## src/vtp_pkg.sv

```systemverilog
`timescale 1ns / 1ps
// ----------------------------------------------------------------------------
// vtp_pkg
// Widths, types and register codes shared by the vertex transform block.
// ----------------------------------------------------------------------------
package vtp_pkg;

	localparam int COMPONENT_WIDTH = 32;
	localparam int COEF_WIDTH      = 16;

	localparam int FIELD_W     = 32;
	localparam int ROW_W       = 64;
	localparam int COEF_PITCH  = 16;
	localparam int NUM_COMP    = 4;
	localparam int NUM_DIV     = 3;
	localparam int PROD_SHIFT  = 8;
	localparam int FRAC_SHIFT  = 16;
	localparam int COEF_ONE    = 256;
	localparam int CFG_IDX_W   = 3;

	localparam int PROD_W      = COMPONENT_WIDTH + COEF_WIDTH;
	localparam int SUM_W       = PROD_W + 2;
	localparam int NUM_W       = COMPONENT_WIDTH + FRAC_SHIFT;
	// two quotient bits per divider stage
	localparam int DIV_ITERS   = COMPONENT_WIDTH / 2;
	localparam int QUO_W       = 2 * DIV_ITERS;

	localparam int LANE_STAGES = 3;
	localparam int DIV_STAGES  = DIV_ITERS + 3;
	localparam int PIPE_STAGES = LANE_STAGES + DIV_STAGES + 1;

	typedef logic signed [COMPONENT_WIDTH-1:0] comp_t;
	typedef logic signed [COEF_WIDTH-1:0]      coef_t;
	typedef logic signed [FIELD_W-1:0]         field_t;

	localparam comp_t COMP_MAX = {1'b0, {(COMPONENT_WIDTH-1){1'b1}}};
	localparam comp_t COMP_MIN = {1'b1, {(COMPONENT_WIDTH-1){1'b0}}};

	typedef enum logic [CFG_IDX_W-1:0] {
		REG_ROW0   = 3'd0,
		REG_ROW1   = 3'd1,
		REG_ROW2   = 3'd2,
		REG_ROW3   = 3'd3,
		REG_DIV_EN = 3'd4
	} cfg_reg_t;

	// undivided components and divide decision, carried beside the dividers
	typedef struct packed {
		comp_t [NUM_COMP-1:0] comp;
		logic                 use_div;
	} pass_t;

endpackage

```

## src/vtp_div_lane.sv

```systemverilog
`timescale 1ns / 1ps
// ----------------------------------------------------------------------------
// vtp_div_lane
// Pipelined signed Q16.16 divide (num * 2^16 / den), truncating, saturated.
// Restoring divider, two quotient bits per stage.
// ----------------------------------------------------------------------------
module vtp_div_lane (
	input  logic                             clk,
	input  logic [vtp_pkg::DIV_STAGES-1:0]   en,
	input  vtp_pkg::comp_t                   num,
	input  vtp_pkg::comp_t                   den,
	output vtp_pkg::comp_t                   quo
);

	localparam int CW = vtp_pkg::COMPONENT_WIDTH;
	localparam int NI = vtp_pkg::DIV_ITERS;
	localparam int QW = vtp_pkg::QUO_W;

	logic                       neg_sa;
	logic [CW-1:0]              n_sa;
	logic [CW-1:0]              d_sa;

	logic [2*CW-1:0]            scaled_num;
	logic [2*CW-1:0]            sat_limit;
	logic [vtp_pkg::NUM_W-1:0]  num_full;

	logic [CW-1:0]              rem_si [NI+1];
	logic [QW-1:0]              quo_si [NI+1];
	logic [CW-1:0]              n_si   [NI+1];
	logic [CW-1:0]              d_si   [NI+1];
	logic                       neg_si [NI+1];
	logic                       sat_si [NI+1];

	vtp_pkg::comp_t             q_mag;
	vtp_pkg::comp_t             quo_sf;

	// magnitudes and sign
	always_ff @(posedge clk) begin
		if (en[0]) begin
			neg_sa <= num[CW-1] ^ den[CW-1];
			n_sa   <= num[CW-1] ? unsigned'(-num) : unsigned'(num);
			d_sa   <= den[CW-1] ? unsigned'(-den) : unsigned'(den);
		end
	end

	// overflow check and first partial remainder
	always_comb begin
		scaled_num = (2*CW)'(n_sa) << vtp_pkg::FRAC_SHIFT;
		sat_limit  = (2*CW)'(d_sa) << (CW-1);
		num_full   = vtp_pkg::NUM_W'(n_sa) << vtp_pkg::FRAC_SHIFT;
	end

	always_ff @(posedge clk) begin
		if (en[1]) begin
			sat_si[0] <= scaled_num >= sat_limit;
			rem_si[0] <= CW'(num_full >> QW);
			quo_si[0] <= '0;
			n_si[0]   <= n_sa;
			d_si[0]   <= d_sa;
			neg_si[0] <= neg_sa;
		end
	end

	for (genvar k = 0; k < NI; k++) begin : g_iter
		localparam int T_HI = QW - 1 - 2*k;
		localparam int T_LO = QW - 2 - 2*k;

		logic [vtp_pkg::NUM_W-1:0] nn;
		logic [CW:0]               r_a;
		logic [CW:0]               r_b;
		logic [CW-1:0]             rem_mid;
		logic [CW-1:0]             rem_end;
		logic                      b_hi;
		logic                      b_lo;

		always_comb begin
			nn      = vtp_pkg::NUM_W'(n_si[k]) << vtp_pkg::FRAC_SHIFT;
			r_a     = {rem_si[k], nn[T_HI]};
			b_hi    = r_a >= {1'b0, d_si[k]};
			rem_mid = b_hi ? CW'(r_a - {1'b0, d_si[k]}) : CW'(r_a);
			r_b     = {rem_mid, nn[T_LO]};
			b_lo    = r_b >= {1'b0, d_si[k]};
			rem_end = b_lo ? CW'(r_b - {1'b0, d_si[k]}) : CW'(r_b);
		end

		always_ff @(posedge clk) begin
			if (en[2+k]) begin
				rem_si[k+1] <= rem_end;
				quo_si[k+1] <= {quo_si[k][QW-3:0], b_hi, b_lo};
				n_si[k+1]   <= n_si[k];
				d_si[k+1]   <= d_si[k];
				neg_si[k+1] <= neg_si[k];
				sat_si[k+1] <= sat_si[k];
			end
		end
	end

	assign q_mag = CW'(quo_si[NI]);

	always_ff @(posedge clk) begin
		if (en[NI+2]) begin
			if (sat_si[NI]) begin
				quo_sf <= neg_si[NI] ? vtp_pkg::COMP_MIN : vtp_pkg::COMP_MAX;
			end else begin
				quo_sf <= neg_si[NI] ? -q_mag : q_mag;
			end
		end
	end

	assign quo = quo_sf;

endmodule

```

## config.mk

```make
export PLATFORM = sky130hd
export DESIGN_NAME = vtp_div_lane
export DESIGN_NICKNAME = d
export VERILOG_FILES = /design/src/vtp_pkg.sv /design/src/vtp_div_lane.sv
export SDC_FILE = /design/constraint.sdc
export NUM_CORES = 2
export LEC_CHECK = 0
export ABC_CLOCK_PERIOD_IN_PS = 12850
export BUFFER_PORTS_ARGS = -buffer_cell sky130_fd_sc_hd__buf_2
export CORE_AREA = 3 3 469 471
export DETAILED_ROUTE_END_ITERATION = 16
export DIE_AREA = 0 0 472 474
export PLACE_DENSITY = 0.62
export SLEW_MARGIN = 25
export SYNTH_ARGS = -nofsm -noshare
export SYNTH_HDL_FRONTEND = slang
export SYNTH_SLANG_ARGS = --single-unit
```

## constraint.sdc

```tcl
create_clock -name clk -period 12.85 [get_ports clk]
set_input_delay 1.9275 -clock clk [delete_from_list [all_inputs] [get_ports clk]]
set_output_delay 1.9275 -clock clk [all_outputs]
set_load 0.02 [all_outputs]
```

-- Yosys cells after proc, flatten, opt, wreduce, memory -nomap -nowiden
Memories as Yosys holds them, arrays and structs flattened.
Cells that the tools add are included.
- flip-flop bits (word level): 97
- bits in writable memories: 2210
- input bits: 84
- output and inout bits: 32
- memories kept: 6
- add/subtract/negate cells: 35
- $lt $le $gt $ge: 33
- multiplexer cells: 71
- bitwise operators: 1
- memories (name ; depth ; bits a word ; read ports ; clocked after memory_dff ; wr ports ; line ; text):
    d_si ; 17 ; 32 ; 16 ; 0 ; 17 ; vtp_div_lane.sv:30 ; logic [CW-1:0] d_si [NI+1];
    n_si ; 17 ; 32 ; 16 ; 0 ; 17 ; vtp_div_lane.sv:29 ; logic [CW-1:0] n_si [NI+1];
    quo_si ; 17 ; 32 ; 17 ; 0 ; 17 ; vtp_div_lane.sv:28 ; logic [QW-1:0] quo_si [NI+1];
    rem_si ; 17 ; 32 ; 16 ; 0 ; 17 ; vtp_div_lane.sv:27 ; logic [CW-1:0] rem_si [NI+1];
    neg_si ; 17 ; 1 ; 17 ; 0 ; 17 ; vtp_div_lane.sv:31 ; logic neg_si [NI+1];
    sat_si ; 17 ; 1 ; 17 ; 0 ; 17 ; vtp_div_lane.sv:32 ; logic sat_si [NI+1];
- operators by type and width (kind ; number):
    $mux 32 ; 35
    $ge 33x32->1 ; 32
    $sub 32x32->32 ; 32
    $neg 32->32 ; 3
    $ge 48x63->1 ; 1
    $mux 31 ; 2
    $mux 1 ; 34
    $xor 1x1->1 ; 1

-- Logic depth before layout (Yosys ltp)
An unclocked memory read counts as a cell.
- depth in word-level cells: 5
- mapped depth: 30
- depth with buffers taken out: 26

-- Worst setup path before layout
OpenSTA, ideal clock, no wires.
- path kind: reg2reg
- from: memory rem_si[0][99] (netlist bit)
- to: memory rem_si[0][153] (netlist bit) (data pin)
- arrival: 6.207 ns
- path slack: 6.381 ns
- cell stages (with the launch flop): 26
- buffers on the path: 4
- period minus slack after synthesis: 6.469 ns
- cells stage by stage: edfxtp_1 ha_1 a211oi_1 nor2_1 a211oi_1 o211ai_1 o31a_1 a31oi_1 o211ai_1 clkbuf_1 clkbuf_1 clkbuf_1 a21oi_1 ha_1 nor2b_1 o21ba_2 o32a_1 a41o_1 a221o_1 o221a_2 o31ai_2 a21boi_1 nor2_1 inv_1 buf_2 mux2_1
- RTL lines (item ; line):
    from (decl) ; vtp_div_lane.sv:27

==> results.txt <==
The flow ran to the end, and the final reports show no timing, DRC or antenna violations. The initial utilization of the core area, before any placement, comes to 49.7%. Sorting the synthesized cells by area gives the leading types as sky130_fd_sc_hd__edfxtp_1 41%, sky130_fd_sc_hd__ha_1 12%, sky130_fd_sc_hd__mux2_2 5.6%.

After synthesis the cells add up to 108000 µm². At the worst endpoint, the required time is 13420 ps. Post-CTS timing repair inserted 0 buffers for setup. Clock-pin slew was measured on the worst setup and hold paths at 60 ps.

Along the worst path, the maximum fanout reaches 44. The logs give 9 for the number of search-and-repair iterations in the first detailed-routing pass and 5577 for the number of DRC markers in iteration 0. sky130_fd_sc_hd__edfxtp_1 is the most common cell in the netlist. The number of antenna violations at the first check in global routing was 11; the aggregate global-route resource usage was 28.3%.

The clock period minus final worst setup slack is 9090 ps, and the number of pins with negative max-slew slack in the final report is 0. The number of flops mapped to enable cells by yosys is 1483. The run gives 0 as the count of instances resized after the clock tree is built. For the placed wire-length estimate after detailed placement, the log shows 261000 µm.

On the final layout, the worst hold slack is 411 ps. The class of the worst hold path was flop to flop. Of the synthesized area, sequential elements account for 41.3%.

The run gives 3760 ps as the setup slack of the worst register-to-register path. CTS built an H-tree with a depth of 4. The flip-flop cell with the highest count after synthesis is sky130_fd_sc_hd__edfxtp_1.

The worst setup path is captured at a flop. The library cell with the largest summed area after synthesis is sky130_fd_sc_hd__edfxtp_1. The final route contains 82.7k vias.

The cell depth of the worst hold path was 0; the largest net degree at the start of global routing was 69. The final layout net count is 11.9k, and the total nets after synthesis is 11.8k. For this run, design rule violations remaining after detail routing come to 0. Hold repair after CTS inserted 0 buffers. The total negative setup slack is 0 ps, and the via count of the first global-routing pass is 82.2k.

The die span in y is 474 µm, and the die outline width is 472 µm. The Yosys step of the flow raised 0 warnings. The detailed router used layers up to and including met5.

The root buffer cell chosen for the clock tree is sky130_fd_sc_hd__clkbuf_16. The run gives 9670 ps as the arrival time reported for the critical path endpoint. The final critical path takes up 70.8% of the cycle. The timing-limited maximum frequency is 110 MHz, and the overflow left after global routing is 0. By count the netlist is led by 1483 x sky130_fd_sc_hd__edfxtp_1, 1021 x sky130_fd_sc_hd__ha_1, 1007 x sky130_fd_sc_hd__a21oi_1. The worst setup path is launched from a flop. At the end of routability-driven placement, the weighted congestion stood at 0.981.

Buffers placed on the I/O ports in this run total 115. Counting every instance in the synthesized netlist gives 10.7k. The worst register-to-register path has a depth of 24. The slew at the pin closest to its max-slew limit was 1110 ps; the detailed-routed wire length on met3 was 14300 µm. Setup violations remaining at the end of the flow were counted as 0. The logs give 0 for the post-detailed-route count of antenna-violating nets and 217000 µm² for the core area. The tools report the number of top-level pins as 116.

The average instance in the mapped netlist occupies 10.1 µm². The tools report the sink of the worst hold path as sat_si[0][6]. Of the cells placed in the final design, the portion with a size suffix greater than 1 is 9.92%. The startpoint identified for the worst register-to-register timing path is d_si[0][353].

Dividing the detail-routed via count by the number of cells gives 5.99. The tools report the total count of hold-check failures in the final report as 0. The worst hold path begins at sat_si[0][5]. The floorplan step defined a die boundary enclosing 224000 µm². The area growth from synthesis to layout is 9.00%.

Clock tree synthesis found a total of 1483 sinks. The run gives 123000 µm as the detailed-routing wirelength on met1. The reg-to-reg critical path endpoint is rem_si[0][405]. The number of distinct library cell variants in the gate-level netlist after synthesis was 100; the wire length of the first global-routing pass was 488000 µm. Counting flops with an async set or reset pin after synthesis yields a share of 0%. TritonCTS built the clock tree. The clock passes through at most 3 buffers. Number of standard-cell rows in the floorplan: 171. Summed over all nets, wire length on met2 after detailed routing comes to 161000 µm.

After synthesis, the largest area contributor takes up 41.3% of total cell area. Worst setup path category: flop to flop. The worst pin sits at a relative slew slack of 26.2%. The clock insertion delay at the later pin of the skew report was 860 ps; the total wire length after detailed routing was 324000 µm. Max-cap violations in this run came to 0. The number of synthesized register bits is 1483. Clock skew on the completed layout was measured at 76.0 ps.

In the final routed layout, each cell accounts on average for 23.4 µm. Setup repair after global routing left no endpoint under its margin. The number of buffers created by CTS is 168.
-- how the worst max path moves through the flow --
stage,startpoint,end,slack (ps)
after global routing,d_si[0][353],rem_si[0][405],3280
after detailed placement,d_si[0][353],rem_si[0][410],3770
final,d_si[0][353],rem_si[0][405],3760
after global placement,d_si[0][385],rem_si[0][423],3780
after CTS,d_si[0][353],rem_si[0][405],3720
after floorplan,rem_si[0][99],rem_si[0][153],6380
-- state kept, by name, indices dropped and copies added (netlist names) --
signal / count
n_sa: 32
sat_si: 17
quo_si: 272
n_si: 88
neg_si: 17
neg_sa: 1
d_sa: 32
quo: 32
d_si: 512
rem_si: 480
-- stage by stage --
stage          utilization (%)  cell area, µm²  setup WS [ps]  cells
2_1_floorplan                -          108000           6380  10668
3_5_place_dp              51.6          112000           3770  13487
6_report                  54.2          117000           3760  13803
4_1_cts                   54.2          117000           3720  13800
3_3_place_gp              51.6          112000           3780  13485
5_1_grt                   54.2          117000           3280  13802
-- final cells by class --
cell class,count,area [µm²]
Antenna cell,3,7.51
Clock buffer,199,4360
Clock inverter,114,1340
Fill cell,19271,99100
Inverter,796,2990
Multi-Input combinational cell,8166,59400
Sequential cell,1483,44500
Tap cell,2854,3570
Timing Repair Buffer,188,1180
-- worst max-delay path: stages (launching register included) --
cell	delay, ps
sky130_fd_sc_hd__edfxtp_1	430
sky130_fd_sc_hd__inv_1	160
sky130_fd_sc_hd__ha_1	260
sky130_fd_sc_hd__nor2b_1	150
sky130_fd_sc_hd__o31a_1	290
sky130_fd_sc_hd__o31ai_1	210
sky130_fd_sc_hd__nand3_1	340
sky130_fd_sc_hd__a311oi_2	730
sky130_fd_sc_hd__o31a_1	240
sky130_fd_sc_hd__a21oi_1	100
sky130_fd_sc_hd__a2111oi_4	660
sky130_fd_sc_hd__buf_4	540
sky130_fd_sc_hd__mux2_2	420
sky130_fd_sc_hd__ha_1	370
sky130_fd_sc_hd__nand3_1	210
sky130_fd_sc_hd__nor2_1	80
sky130_fd_sc_hd__a221oi_1	660
sky130_fd_sc_hd__o21ai_0	440
sky130_fd_sc_hd__a2111oi_0	450
sky130_fd_sc_hd__nor2_1	220
sky130_fd_sc_hd__or4_1	520
sky130_fd_sc_hd__nand2_1	180
sky130_fd_sc_hd__nand2_1	350
sky130_fd_sc_hd__buf_4	380
sky130_fd_sc_hd__mux2_2	310
-- metal layers --
| layer | up-vias | GRT usage (%) |
|---|---|---|
| met1 | 39750 | 31.4 |
| li1 | 39996 | - |
| met2 | 2228 | 50.7 |
| met4 | 4 | 18.9 |
| met5 | - | 0 |
| met3 | 746 | 3.85 |
-- layout by cell type, fill, tap and decap left out, drive strengths merged, types with 129 or more instances in the layout --
cell and count:
inv 801, buf 188, xor2 271, o21ai 637, a21oi 1009, edfxtp 1483, nand4 130, a21o 446
xnor2 617, ha 1021, o21a 138, nand2 670, nor3 180, clkbuf 199, mux2 545, nand3 237
o21bai 129, nor2 728
-- cells by family (layout without fill, tap and decap cells) --
| logic type | count (synthesis) | in the layout | synth area share [%] |
|---|---|---|---|
| adder cells (fa/ha/maj) | 1045 | 1045 | 12.3 |
| XOR/XNOR | 888 | 888 | 7.22 |
| flip-flops | 1483 | 1483 | 41.3 |
| AND/OR/NAND/NOR | 2585 | 2585 | 11.5 |
| buffers and inverters | 1019 | 1297 | 3.63 |
| multiplexers | 574 | 574 | 5.97 |
| other | 0 | 3 | 0 |
| AO/OA/AOI/OAI | 3074 | 3074 | 18.0 |
Power is not shown: default switching activity piles up to over one toggle a cycle in this logic, so the estimate is an artifact.
